`src/rtl/bsfp_pkg.sv`:
```
package bsfp_pkg;

	localparam int MODE_MAX    = 12;
	localparam int SPEED_MAX   = 5;
	localparam int LEVEL_COUNT = 4;
	localparam int STEP_WRAP   = 384;
	localparam int PIXELS      = 32;

	localparam int TIME_W   = 32;
	localparam int MODE_W   = 4;
	localparam int SPEED_W  = 3;
	localparam int LEVEL_W  = 2;
	localparam int ASTEP_W  = 9;
	localparam int FSTEP_W  = 6;
	localparam int BRIGHT_W = 8;
	localparam int HOLD_W   = 4;
	localparam int DELAY_W  = 4;

	// Number of modes that have an entry in the delay table.
	localparam int DELAY_ENTRIES = 13;
	localparam logic [DELAY_W-1:0] DELAY_RESET = 4'd5;
	localparam logic [HOLD_W-1:0]  HOLD_THR_RESET = 4'd10;

	localparam logic [MODE_W-1:0]   MODE_LAST  = MODE_W'(MODE_MAX);
	localparam logic [SPEED_W-1:0]  SPEED_LAST = SPEED_W'(SPEED_MAX);
	localparam logic [LEVEL_W-1:0]  LEVEL_LAST = LEVEL_W'(LEVEL_COUNT - 1);
	localparam logic [ASTEP_W-1:0]  ASTEP_LAST = ASTEP_W'(STEP_WRAP);
	localparam logic [FSTEP_W-1:0]  FSTEP_LAST = FSTEP_W'(PIXELS);
	localparam logic [BRIGHT_W-1:0] BRIGHT_STEP = BRIGHT_W'(255 / LEVEL_COUNT);
	localparam logic [BRIGHT_W-1:0] BRIGHT_FULL = 8'd255;

	typedef struct packed {
		logic              armed;
		logic [HOLD_W-1:0] count;
		logic              fire;
	} qual_t;

	// One hold qualifier update for one tick.
	function automatic qual_t qualify(input logic armed, input logic [HOLD_W-1:0] count,
	                                  input logic pin, input logic [HOLD_W-1:0] thr);
		logic [HOLD_W:0] nxt;
		qual_t           q;
		nxt     = {1'b0, count} + {{HOLD_W{1'b0}}, 1'b1};
		q.armed = armed;
		q.count = count;
		q.fire  = 1'b0;
		if (armed) begin
			if (!pin) begin
				q.armed = 1'b0;
				q.count = '0;
			end else if (nxt > {1'b0, thr}) begin
				q.armed = 1'b0;
				q.count = '0;
				q.fire  = 1'b1;
			end else begin
				q.count = nxt[HOLD_W-1:0];
			end
		end
		return q;
	endfunction

	function automatic logic [DELAY_W-1:0] delay_of_mode(input logic [MODE_W-1:0] mode);
		logic [DELAY_W-1:0] d;
		unique case (mode)
			4'd0:    d = 4'd1;
			4'd1:    d = 4'd1;
			4'd2:    d = 4'd10;
			4'd7:    d = 4'd8;
			4'd10:   d = 4'd3;
			4'd12:   d = 4'd10;
			default: d = 4'd5;
		endcase
		return d;
	endfunction

	function automatic logic [BRIGHT_W-1:0] brightness_of(input logic [LEVEL_W-1:0] lvl);
		logic [LEVEL_W:0]    rem;
		logic [BRIGHT_W+LEVEL_W:0] prod;
		rem  = (LEVEL_W+1)'(LEVEL_COUNT) - {1'b0, lvl};
		prod = {{(LEVEL_W+1){1'b0}}, BRIGHT_STEP} * {{BRIGHT_W{1'b0}}, rem};
		if (lvl == '0) begin
			return BRIGHT_FULL;
		end
		return prod[BRIGHT_W-1:0];
	endfunction

endpackage

```
`src/rtl/bsfp_if.sv`:
```
interface bsfp_tick_if;
	logic                          valid;
	logic                          ready;
	logic                          mode_press;
	logic                          speed_press;
	logic                          level_press;
	logic                          mode_pin;
	logic                          speed_pin;
	logic                          level_pin;
	logic [bsfp_pkg::TIME_W-1:0]   now_ms;

	modport source (output valid, mode_press, speed_press, level_press,
	                mode_pin, speed_pin, level_pin, now_ms, input ready);
	modport sink (input valid, mode_press, speed_press, level_press,
	              mode_pin, speed_pin, level_pin, now_ms, output ready);
endinterface

interface bsfp_frame_if;
	logic                          valid;
	logic                          ready;
	logic                          draw_frame;
	logic [bsfp_pkg::MODE_W-1:0]   frame_mode;
	logic [bsfp_pkg::ASTEP_W-1:0]  anim_step_out;
	logic [bsfp_pkg::FSTEP_W-1:0]  frame_step_out;
	logic [bsfp_pkg::SPEED_W-1:0]  speed_out;
	logic [bsfp_pkg::LEVEL_W-1:0]  level_out;
	logic [bsfp_pkg::BRIGHT_W-1:0] strip_brightness;
	logic                          brightness_update;

	modport source (output valid, draw_frame, frame_mode, anim_step_out, frame_step_out,
	                speed_out, level_out, strip_brightness, brightness_update, input ready);
	modport sink (input valid, draw_frame, frame_mode, anim_step_out, frame_step_out,
	              speed_out, level_out, strip_brightness, brightness_update, output ready);
endinterface

```
`src/rtl/button_setting_frame_pacer.sv`:
```
// Channel   Direction  Word
// tick      in         press events and pin levels of three buttons, millisecond time
// frame     out        frame grant, mode, steps, speed, level, strip brightness
// APB       in/out     register 0: hold threshold (4 bits)
//
// A word is captured in an input register and its result is then registered into the
// output register; one word is taken every cycle while the output is consumed. The
// settings and step counters update in the same cycle as the output register. A
// stalled output stops the input register and then tick.ready.
// Reset clears all settings, qualifiers and counters; the hold threshold returns to 10.
module button_setting_frame_pacer (
	input  logic               clk,
	input  logic               arst_n,
	bsfp_tick_if.sink          tick,
	bsfp_frame_if.source       frame,
	input  logic               psel,
	input  logic               penable,
	input  logic               pwrite,
	input  logic [2:0]         paddr,
	input  logic [31:0]        pwdata,
	output logic [31:0]        prdata,
	output logic               pready
);

	localparam logic ADDR_HOLD_THR = 1'b0;

	// Configuration
	logic [bsfp_pkg::HOLD_W-1:0] hold_thr_q;

	// Input register
	logic                          valid_s1;
	logic                          mode_press_s1, speed_press_s1, level_press_s1;
	logic                          mode_pin_s1, speed_pin_s1, level_pin_s1;
	logic [bsfp_pkg::TIME_W-1:0]   now_s1;

	// Block state
	logic                          mode_armed_q, speed_armed_q, level_armed_q;
	logic [bsfp_pkg::HOLD_W-1:0]   mode_cnt_q, speed_cnt_q, level_cnt_q;
	logic [bsfp_pkg::MODE_W-1:0]   mode_q;
	logic [bsfp_pkg::SPEED_W-1:0]  speed_q;
	logic [bsfp_pkg::LEVEL_W-1:0]  level_q;
	logic                          force_q;
	logic [bsfp_pkg::DELAY_W-1:0]  delay_q;
	logic [bsfp_pkg::TIME_W-1:0]   last_ms_q;
	logic [bsfp_pkg::ASTEP_W-1:0]  astep_q;
	logic [bsfp_pkg::FSTEP_W-1:0]  fstep_q;

	// Output register
	logic                          out_valid_q;
	logic                          draw_q, bupd_q;
	logic [bsfp_pkg::MODE_W-1:0]   mode_out_q;
	logic [bsfp_pkg::ASTEP_W-1:0]  astep_out_q;
	logic [bsfp_pkg::FSTEP_W-1:0]  fstep_out_q;
	logic [bsfp_pkg::SPEED_W-1:0]  speed_out_q;
	logic [bsfp_pkg::LEVEL_W-1:0]  level_out_q;
	logic [bsfp_pkg::BRIGHT_W-1:0] bright_q;

	// Combinational next values
	logic                          adv;
	bsfp_pkg::qual_t               lvl_qual, spd_qual, mod_qual;
	logic [bsfp_pkg::LEVEL_W-1:0]  level_d;
	logic [bsfp_pkg::SPEED_W-1:0]  speed_d;
	logic [bsfp_pkg::MODE_W-1:0]   mode_d;
	logic                          force_mid;
	logic [bsfp_pkg::ASTEP_W-1:0]  astep_mid;
	logic [bsfp_pkg::FSTEP_W-1:0]  fstep_mid;
	logic [bsfp_pkg::TIME_W-1:0]   elapsed;
	logic [bsfp_pkg::DELAY_W+bsfp_pkg::SPEED_W-1:0] need;
	logic                          draw_d;

	assign adv        = valid_s1 && (!out_valid_q || frame.ready);
	assign tick.ready = !valid_s1 || adv;

	assign pready = 1'b1;
	assign prdata = (paddr[2] == ADDR_HOLD_THR) ? {{(32-bsfp_pkg::HOLD_W){1'b0}}, hold_thr_q}
	                                            : 32'd0;

	always_comb begin
		lvl_qual = bsfp_pkg::qualify(level_armed_q | level_press_s1, level_cnt_q,
		                             level_pin_s1, hold_thr_q);
		spd_qual = bsfp_pkg::qualify(speed_armed_q | speed_press_s1, speed_cnt_q,
		                             speed_pin_s1, hold_thr_q);
		mod_qual = bsfp_pkg::qualify(mode_armed_q | mode_press_s1, mode_cnt_q,
		                             mode_pin_s1, hold_thr_q);

		level_d   = level_q;
		force_mid = force_q;
		if (lvl_qual.fire) begin
			level_d = (level_q == bsfp_pkg::LEVEL_LAST) ? '0 : level_q + 1'b1;
			// Wrapping back to full brightness while paused shows one frame.
			if (level_q == bsfp_pkg::LEVEL_LAST && speed_q == bsfp_pkg::SPEED_LAST) begin
				force_mid = 1'b1;
			end
		end

		speed_d = speed_q;
		if (spd_qual.fire) begin
			speed_d = (speed_q == bsfp_pkg::SPEED_LAST) ? '0 : speed_q + 1'b1;
		end

		mode_d    = mode_q;
		astep_mid = astep_q;
		fstep_mid = fstep_q;
		if (mod_qual.fire) begin
			mode_d    = (mode_q == bsfp_pkg::MODE_LAST) ? '0 : mode_q + 1'b1;
			astep_mid = '0;
			fstep_mid = '0;
			if (speed_d == bsfp_pkg::SPEED_LAST) begin
				force_mid = 1'b1;
			end
		end

		elapsed = now_s1 - last_ms_q;
		need    = {{bsfp_pkg::SPEED_W{1'b0}}, delay_q} * {{bsfp_pkg::DELAY_W{1'b0}}, speed_d};
		draw_d  = (elapsed >= bsfp_pkg::TIME_W'(need)) &&
		          !(speed_d == bsfp_pkg::SPEED_LAST && !force_mid);
	end

	always_ff @(posedge clk or negedge arst_n) begin
		if (!arst_n) begin
			hold_thr_q <= bsfp_pkg::HOLD_THR_RESET;
		end else if (psel && penable && pwrite && pready && paddr[2] == ADDR_HOLD_THR) begin
			hold_thr_q <= pwdata[bsfp_pkg::HOLD_W-1:0];
		end
	end

	always_ff @(posedge clk or negedge arst_n) begin
		if (!arst_n) begin
			valid_s1 <= 1'b0;
		end else if (tick.ready) begin
			valid_s1 <= tick.valid;
		end
	end

	always_ff @(posedge clk) begin
		if (tick.ready && tick.valid) begin
			mode_press_s1  <= tick.mode_press;
			speed_press_s1 <= tick.speed_press;
			level_press_s1 <= tick.level_press;
			mode_pin_s1    <= tick.mode_pin;
			speed_pin_s1   <= tick.speed_pin;
			level_pin_s1   <= tick.level_pin;
			now_s1         <= tick.now_ms;
		end
	end

	always_ff @(posedge clk or negedge arst_n) begin
		if (!arst_n) begin
			mode_armed_q  <= 1'b0;
			speed_armed_q <= 1'b0;
			level_armed_q <= 1'b0;
			mode_cnt_q    <= '0;
			speed_cnt_q   <= '0;
			level_cnt_q   <= '0;
			mode_q        <= '0;
			speed_q       <= '0;
			level_q       <= '0;
			force_q       <= 1'b0;
			delay_q       <= bsfp_pkg::DELAY_RESET;
			last_ms_q     <= '0;
			astep_q       <= '0;
			fstep_q       <= '0;
		end else if (adv) begin
			mode_armed_q  <= mod_qual.armed;
			speed_armed_q <= spd_qual.armed;
			level_armed_q <= lvl_qual.armed;
			mode_cnt_q    <= mod_qual.count;
			speed_cnt_q   <= spd_qual.count;
			level_cnt_q   <= lvl_qual.count;
			mode_q        <= mode_d;
			speed_q       <= speed_d;
			level_q       <= level_d;
			if (draw_d) begin
				force_q   <= 1'b0;
				last_ms_q <= now_s1;
				if (32'(mode_d) < 32'(bsfp_pkg::DELAY_ENTRIES)) begin
					delay_q <= bsfp_pkg::delay_of_mode(mode_d);
				end
				astep_q <= (astep_mid == bsfp_pkg::ASTEP_LAST) ? '0 : astep_mid + 1'b1;
				fstep_q <= (fstep_mid == bsfp_pkg::FSTEP_LAST) ? '0 : fstep_mid + 1'b1;
			end else begin
				force_q <= force_mid;
				astep_q <= astep_mid;
				fstep_q <= fstep_mid;
			end
		end
	end

	always_ff @(posedge clk or negedge arst_n) begin
		if (!arst_n) begin
			out_valid_q <= 1'b0;
		end else if (adv) begin
			out_valid_q <= 1'b1;
		end else if (frame.ready) begin
			out_valid_q <= 1'b0;
		end
	end

	always_ff @(posedge clk) begin
		if (adv) begin
			draw_q      <= draw_d;
			mode_out_q  <= mode_d;
			astep_out_q <= astep_mid;
			fstep_out_q <= fstep_mid;
			speed_out_q <= speed_d;
			level_out_q <= level_d;
			bright_q    <= bsfp_pkg::brightness_of(level_d);
			bupd_q      <= lvl_qual.fire;
		end
	end

	assign frame.valid             = out_valid_q;
	assign frame.draw_frame        = draw_q;
	assign frame.frame_mode        = mode_out_q;
	assign frame.anim_step_out     = astep_out_q;
	assign frame.frame_step_out    = fstep_out_q;
	assign frame.speed_out         = speed_out_q;
	assign frame.level_out         = level_out_q;
	assign frame.strip_brightness  = bright_q;
	assign frame.brightness_update = bupd_q;

`ifndef SYNTHESIS
	a_speed_range: assert property (@(posedge clk) disable iff (!arst_n)
		speed_q <= bsfp_pkg::SPEED_LAST)
		else $error("speed setting out of range");

	a_mode_range: assert property (@(posedge clk) disable iff (!arst_n)
		mode_q <= bsfp_pkg::MODE_LAST)
		else $error("mode setting out of range");

	a_idle_count: assert property (@(posedge clk) disable iff (!arst_n)
		(level_armed_q || level_cnt_q == '0) && (speed_armed_q || speed_cnt_q == '0) &&
		(mode_armed_q || mode_cnt_q == '0))
		else $error("hold count kept by a disarmed qualifier");

	a_frame_time: assert property (@(posedge clk) disable iff (!arst_n)
		adv && draw_d |=> last_ms_q == $past(now_s1) && !force_q)
		else $error("granted frame did not record its time");

	a_bupd_level: assert property (@(posedge clk) disable iff (!arst_n)
		adv && lvl_qual.fire |=> level_q != $past(level_q))
		else $error("brightness update without a level change");
`endif

endmodule
```
`src/flat_wrapper.sv`:
```
// flat-port wrapper written by rule: the top's interface ports become plain ports
module button_setting_frame_pacer_flat 
  (clk, arst_n, psel, penable, pwrite, paddr, pwdata, prdata, pready, tick_valid, tick_mode_press, tick_speed_press, tick_level_press, tick_mode_pin, tick_speed_pin, tick_level_pin, tick_now_ms, tick_ready, frame_valid, frame_draw_frame, frame_frame_mode, frame_anim_step_out, frame_frame_step_out, frame_speed_out, frame_level_out, frame_strip_brightness, frame_brightness_update, frame_ready);
  bsfp_tick_if tick_i ();
  bsfp_frame_if frame_i ();
  input  logic clk;
  input  logic arst_n;
  input  logic psel;
  input  logic penable;
  input  logic pwrite;
  input  logic [2:0] paddr;
  input  logic [31:0] pwdata;
  output logic [31:0] prdata;
  output logic pready;
  input wire logic [$bits(tick_i.valid)-1:0] tick_valid;
  input wire logic [$bits(tick_i.mode_press)-1:0] tick_mode_press;
  input wire logic [$bits(tick_i.speed_press)-1:0] tick_speed_press;
  input wire logic [$bits(tick_i.level_press)-1:0] tick_level_press;
  input wire logic [$bits(tick_i.mode_pin)-1:0] tick_mode_pin;
  input wire logic [$bits(tick_i.speed_pin)-1:0] tick_speed_pin;
  input wire logic [$bits(tick_i.level_pin)-1:0] tick_level_pin;
  input wire logic [$bits(tick_i.now_ms)-1:0] tick_now_ms;
  output wire logic [$bits(tick_i.ready)-1:0] tick_ready;
  output wire logic [$bits(frame_i.valid)-1:0] frame_valid;
  output wire logic [$bits(frame_i.draw_frame)-1:0] frame_draw_frame;
  output wire logic [$bits(frame_i.frame_mode)-1:0] frame_frame_mode;
  output wire logic [$bits(frame_i.anim_step_out)-1:0] frame_anim_step_out;
  output wire logic [$bits(frame_i.frame_step_out)-1:0] frame_frame_step_out;
  output wire logic [$bits(frame_i.speed_out)-1:0] frame_speed_out;
  output wire logic [$bits(frame_i.level_out)-1:0] frame_level_out;
  output wire logic [$bits(frame_i.strip_brightness)-1:0] frame_strip_brightness;
  output wire logic [$bits(frame_i.brightness_update)-1:0] frame_brightness_update;
  input wire logic [$bits(frame_i.ready)-1:0] frame_ready;
  assign tick_i.valid = tick_valid;
  assign tick_i.mode_press = tick_mode_press;
  assign tick_i.speed_press = tick_speed_press;
  assign tick_i.level_press = tick_level_press;
  assign tick_i.mode_pin = tick_mode_pin;
  assign tick_i.speed_pin = tick_speed_pin;
  assign tick_i.level_pin = tick_level_pin;
  assign tick_i.now_ms = tick_now_ms;
  assign tick_ready = tick_i.ready;
  assign frame_valid = frame_i.valid;
  assign frame_draw_frame = frame_i.draw_frame;
  assign frame_frame_mode = frame_i.frame_mode;
  assign frame_anim_step_out = frame_i.anim_step_out;
  assign frame_frame_step_out = frame_i.frame_step_out;
  assign frame_speed_out = frame_i.speed_out;
  assign frame_level_out = frame_i.level_out;
  assign frame_strip_brightness = frame_i.strip_brightness;
  assign frame_brightness_update = frame_i.brightness_update;
  assign frame_i.ready = frame_ready;
  button_setting_frame_pacer u_core (.clk(clk), .arst_n(arst_n), .tick(tick_i), .frame(frame_i), .psel(psel), .penable(penable), .pwrite(pwrite), .paddr(paddr), .pwdata(pwdata), .prdata(prdata), .pready(pready));
endmodule
```
`config.mk`:
```
export PLATFORM = sky130hd
export DESIGN_NAME = button_setting_frame_pacer_flat
export DESIGN_NICKNAME = d
export VERILOG_FILES = /design/src/rtl/bsfp_pkg.sv /design/src/rtl/bsfp_if.sv /design/src/rtl/button_setting_frame_pacer.sv /design/src/flat_wrapper.sv
export SDC_FILE = /design/constraint.sdc
export NUM_CORES = 1
export LEC_CHECK = 0
export BUFFER_PORTS_ARGS = -buffer_cell sky130_fd_sc_hd__buf_2
export CAP_MARGIN = 20
export CORE_MARGIN = 2
export CORE_UTILIZATION = 49
export DETAILED_ROUTE_END_ITERATION = 7
export PLACE_DENSITY_LB_ADDON = 0.12
export SLEW_MARGIN = 20
export SYNTH_ARGS = -nofsm -noshare
export SYNTH_HDL_FRONTEND = slang
export SYNTH_SLANG_ARGS = --single-unit
```
`constraint.sdc`:
```
create_clock -name clk -period 13.4 [get_ports clk]
set_clock_uncertainty 0.05 [all_clocks]
set_input_delay 2.01 -clock clk [delete_from_list [all_inputs] [get_ports clk]]
set_output_delay 2.01 -clock clk [all_outputs]
set_load 0.03 [all_outputs]
```
-- Word-level counts from Yosys, hierarchy flattened
Cells that the tools add are included.
W data, S select, Z words.
- flip-flop bits (word level): 154
- input bits: 80
- output and inout port bits: 69
- word-level logic and storage cells: 131
- add/sub/neg operators: 10
- multipliers: 2
- order comparisons: 5
- eq/ne operators: 11
- mux-type cells: 43
- bitwise operators: 4
- reductions and logical operators: 24
- operator list (cell ; number):
    $mux W6 ; 6
    $ge A32 B7 Y1 ; 1
    $sub A32 B32 Y32 ; 1
    $mux W9 ; 3
    $mux W4 ; 6
    $mux W1 ; 18
    $mux W8 ; 2
    $pmux W4 S4 ; 1
    $add A4 B1 Y5 const B ; 3
    $gt A5 B4 Y1 ; 3
    $mux W5 ; 3
    $eq A4 B4 Y1 const B ; 3
    $add A9 B1 Y9 const B ; 1
    $eq A9 B9 Y1 const B ; 1
    $logic_and A1 B1 Y1 ; 8
    $mul A6 B3 Y8 const A ; 1
    $reduce_and A2 Y1 ; 4
    $mul A4 B3 Y7 ; 1
    $add A6 B1 Y6 const B ; 1
    $eq A3 B3 Y1 const B ; 2
    $eq A6 B6 Y1 const B ; 1
    $mux W3 ; 2
    $add A4 B1 Y4 const B ; 1
    $eq A4 B1 Y1 const B ; 1
    17 further kinds ; 25

-- Longest topological paths before layout
- depth after elaboration: 14
- mapped depth: 30
- depth with buffers taken out: 28

-- Least setup slack after synthesis
No wires, ideal clock.
- kind: flip-flop to flip-flop
- from: register u_core.speed_cnt_q[0] (netlist bit)
- to: register u_core.last_ms_q[10] (netlist bit)
- library setup time: 125 ps
- arrival time: 5974 ps
- setup slack: 7251 ps
- stages on the path, launching flop included: 31
- path buffers: 2
- period minus slack after synthesis: 6149 ps
- cell sequence: dfrtp_1 ha_1 ha_1 nor2b_1 o21a_1 o21a_1 o21ai_0 a21oi_1 and2_1 mux2i_1 inv_1 nand2_1 fa_1 inv_1 ha_1 a21o_1 a21oi_1 xor2_1 ha_1 a21o_1 a32oi_1 o2111ai_1 a311oi_1 and4_1 nand4_1 nor4_2 nand3_1 and3_1 buf_6 buf_6 mux2_4
- cells in the longest elaborated chain, start to end: 14
- elaborated cells on any way between the ends: 16
- those cells by class: 1 x add/sub; 1 x mul; 2 x order compare; 1 x eq/ne; 6 x mux; 5 x reduce/logical
- RTL lines (what ; line ; source):
    start: declaration ; button_setting_frame_pacer.sv:38 ; logic [bsfp_pkg::HOLD_W-1:0] mode_cnt_q, speed_cnt_q, level_cnt_q;
    start signal: assignment ; button_setting_frame_pacer.sv:168 ; speed_cnt_q <= spd_qual.count;
    $add A4 B1 Y5 * ; bsfp_pkg.sv:43 ; nxt = {1'b0, count} + {{HOLD_W{1'b0}}, 1'b1};
    $gt A5 B4 Y1 * ; bsfp_pkg.sv:51 ; end else if (nxt > {1'b0, thr}) begin
    $mux W1 * ; bsfp_pkg.sv:51 ;
    $mux W1 * ; bsfp_pkg.sv:48 ; if (!pin) begin
    $mux W6 * ; bsfp_pkg.sv:47 ; if (armed) begin
    $mux W3 * ; button_setting_frame_pacer.sv:97 ; if (spd_qual.fire) begin
    net u_core.speed_d, one bit ; button_setting_frame_pacer.sv:62 ; logic [bsfp_pkg::SPEED_W-1:0] speed_d;
    parallel branches: the longest is 6 deep, another holds $ge A32 B7 Y1 ; -- ;
    $logic_and A1 B1 Y1 * ; button_setting_frame_pacer.sv:115 ; draw_d = (elapsed >= bsfp_pkg::TIME_W'(need)) &&
    $reduce_and A2 Y1 (no source line) * ; -- ;
    end signal: assignment ; button_setting_frame_pacer.sv:175 ; last_ms_q <= now_s1;
    end: declaration ; button_setting_frame_pacer.sv:44 ; logic [bsfp_pkg::TIME_W-1:0] last_ms_q;
Mark *: on every way through the listed nets, which the timed path passes.
A chain may end at the register's enable or synchronous reset.

-- Final worst setup path
- from: register u_core.speed_cnt_q[0] (netlist bit)
- to: register u_core.last_ms_q[20] (netlist bit)
- cells in the longest elaborated chain, start to end: 14
- elaborated cells on any way between the ends: 16
- those cells by class: 1 x add/sub; 1 x mul; 2 x order compare; 1 x eq/ne; 6 x mux; 5 x reduce/logical
- RTL lines (what ; line):
    $add A4 B1 Y5 * ; bsfp_pkg.sv:43
    $gt A5 B4 Y1 * ; bsfp_pkg.sv:51
    $mux W1 * ; bsfp_pkg.sv:51
    $mux W1 * ; bsfp_pkg.sv:48
    $mux W6 * ; bsfp_pkg.sv:47
    $mux W3 * ; button_setting_frame_pacer.sv:97
    parallel branches: the longest is 6 deep, another holds $ge A32 B7 Y1 ; --
    $logic_and A1 B1 Y1 * ; button_setting_frame_pacer.sv:115
    $reduce_and A2 Y1 (no source line) * ; --
Mark *: on every way between the ends.

==> results.md <==
- Die Y: about 150 microns
- Ys flop type: dfrtp_1
- Maximum vdd drop: ~0.11 mV
- Clock latency on the worst-skew pair: approximately 0.43 ns
- Final wirelength: ~21000 microns
- Largest net degree at the start of global routing: 62
- Root buffer cell: clkbuf_16
- Number of flops mapped to enable cells by yosys: 71
- Depth of the CTS H-tree: 4
- Worst path required time: between 10 and 15 ns
- Area Overhead vs Synth: 11.28%
- Vias in the first global route: between 7000 and 8000
- DP HPWL: between 10000 and 15000 microns
- Number of iterations in the first detailed-routing pass: 5
- Antenna diodes: 0
- Yosys reg bits: roughly 150
- Delay-heaviest family, CP: simple AND/OR/NAND/NOR gates
- Fmax: approximately 0.12 GHz
- Max clock buf depth: 2
- Boundary pin count: 149
- Status: completed
- Asr flop ratio synth: about 54%
- Post-Place Cell Area: around 10000 sq um
- CP arrival: just under 9 ns
- Power density cells: around 180 nW/um^2
- Critical path capture point type: flip-flop
- CP Class: reg2reg
- Worst-path clk slew: about 0.07 ns
- Die area: about 21000 sq um
- Fin. Hold Viols: 0
- WP buf/inv: 3
- DRC: 0
- Pleak: approximately 4.9 nW
- Crit-path max FO: 35
- Max transition margin: between 30% and 40%
- Synthesized netlist cell count: between 900 and 1000
- Hold_buf cts: 0
- Initial Util: roughly half
- Final Max Slew Viols: 0
- Die width: between 100 and 150 microns
- Post-DRT Antenna Nets: 0
- RD Place Congestion: a little under 0.9
- Library cells used by synthesis: 75
- R2r setup slk: 4.91 ns
- Tmin final: 8.486 ns
- Post-CTS Setup Bufs: 0
- Max Cap Viol: 0
- Leading cell types in the layout, fill and taps excluded: 96 x nand2_1, 88 x buf_2, 83 x inv_1, 78 x dfrtp_1, 72 x ha_1
- Avg WL per Cell: around 16 microns
- Final setup viols: 0
- Critical Path Max Stage Delay: approximately 0.79 ns
- CTS Buf Count: 17
- Post_cts resized: 0
- Worst-Margin Slew: slightly below 1 ns
- Core Region: 19530 sq um
- GRT overflow: 0
- Critical path's most frequent cell: ha_1
- Type of the worst min-delay path: reg2reg
- Post-Syn Area per Cell: a little over 10 sq um
- Final period utilization: a little over three fifths
- First-pass GRT wire length: between 30000 and 40000 microns
- Vias: 7215
- Final TNS setup: 0 ns
- Filler Cell Count: 1759
- RSZ-0062 raised after global routing: no
- Commonest non-fill, non-tap cell in the layout: nand2_1
- Initial DRC count: just over 500
- Critical-path cell with the highest stage delay: nand3_1
- Mapped Area: roughly 9800 sq um
- Layout cell share with drive strength beyond 1: 18.02%
- CP startpoint kind: flip-flop
- Clock Sinks: between 150 and 200
- Total track usage: approximately a fifth
- Initial antenna violation count: 0
- Hold Slack: between 0.4 and 0.5 ns
- CTS tree: built
- Rows: about 50
- Yosys warnings: 0
- Vias per inst: roughly 5.4
- Nets: approximately 1200
- Finished Cell Area: approximately 11000 sq um
- Register area share after synthesis: around 43%
- I/O Buffers: just under 90
cell type report:
| type | count | area (sq um) | share of cell area, % |
|---|---|---|---|
| inverters | 84 | 315.3 | 2.890 |
| flip-flops and latches | 153 | 4189 | 38.39 |
| repair buffers | 94 | 485.5 | 4.450 |
| multi-input cells | 697 | 4997 | 45.80 |
| well taps | 265 | 331.6 | 3.039 |
| clock inverters | 10 | 105.1 | 0.9633 |
| clock buffers | 22 | 486.7 | 4.461 |
layer usage:
metal	up-vias	global-route usage [%]	wire, microns
li1	3589	-	-
met1	3459	26.65	9747
met2	143	34.24	10340
met3	24	4.608	750
met4	0	5.490	352
met5	-	0	0
flip-flops by register name, summed over array words and instances (netlist names), 2 cells and up:
name	cells
u_core.level_q	2
u_core.astep_q	9
u_core.mode_q	4
u_core.frame.level_out	2
u_core.fstep_q	6
u_core.frame.speed_out	3
u_core.now_s1	32
u_core.frame.frame_mode	4
u_core.hold_thr_q	4
u_core.speed_q	3
u_core.last_ms_q	32
u_core.speed_cnt_q	4
u_core.frame.strip_brightness	7
u_core.delay_q	4
u_core.level_cnt_q	4
u_core.frame.frame_step_out	6
u_core.frame.anim_step_out	9
u_core.mode_cnt_q	4
cell usage after synthesis (15+ instances only):
cell | n | area share, %
nand2b_1 | 18 | 1.1
nand2_1 | 96 | 3.7
o21ai_0 | 63 | 3.2
nand3_1 | 29 | 1.5
nor2_1 | 39 | 1.5
and2_1 | 18 | 1.1
inv_1 | 84 | 3.2
buf_4 | 30 | 2.3
edfxtp_1 | 71 | 22
xnor2_1 | 15 | 1.3
clkbuf_1 | 16 | 0.61
dfrtp_1 | 78 | 20
ha_1 | 72 | 9.2
a21oi_1 | 53 | 2.7
mux2_4 | 31 | 4.7
nand4_1 | 30 | 1.9
power by group:
group	internal [W]	total [W]	switching [W]	leakage [nW]
Clock	0.000282	0.000484	0.000202	0.284
Sequential	0.000606	0.000674	0.0000683	1.69
Combinational	0.000299	0.000762	0.000463	2.92
path summary, 6_finish.rpt:
| path | depth (start not counted) | to | start |
|---|---|---|---|
| max in group asynchronous | 2 | u_core.force_q | arst_n |
| setup / recovery | 27 | u_core.last_ms_q[20] | u_core.speed_cnt_q[0] |
| hold / removal | 2 | u_core.mode_armed_q | u_core.mode_armed_q |
| setup reg to reg | 27 | u_core.last_ms_q[20] | u_core.speed_cnt_q[0] |
| min in group asynchronous | 1 | u_core.last_ms_q[29] | arst_n |
| hold reg to reg | 2 | u_core.mode_armed_q | u_core.mode_armed_q |
metrics by stage:
stage / worst slack (ns) / power, W / std cells / utilization, %
floorplan: 7.251 / 0.001266 / 997 / -
global placement: 5.062 / 0.001429 / 1293 / 52.85
finish: 4.914 / 0.001921 / 1325 / 55.88
detailed placement: 5.031 / 0.001440 / 1293 / 52.85
global route: 4.429 / 0.002062 / 1325 / 55.88
CTS: 5.011 / 0.001936 / 1325 / 55.88
cells by family after synthesis:
family	Yosys count	synth area share, %
AOI/OAI and AO/OA	222	15.45
buffers and inverters	147	7.363
other	2	0.07660
xor gates and xnor gates	25	2.233
and+or+nand+nor	295	15.25
muxes	49	6.687
adders and majority gates	77	10.21
DFF	153	42.73
tightest hold or removal path: cells and delay by family, from the launching register on:
family           cells  cell delay [ns]
and+or+nand+nor      2             0.11
DFF                  1             0.35
(Power assumes the default switching activity.)
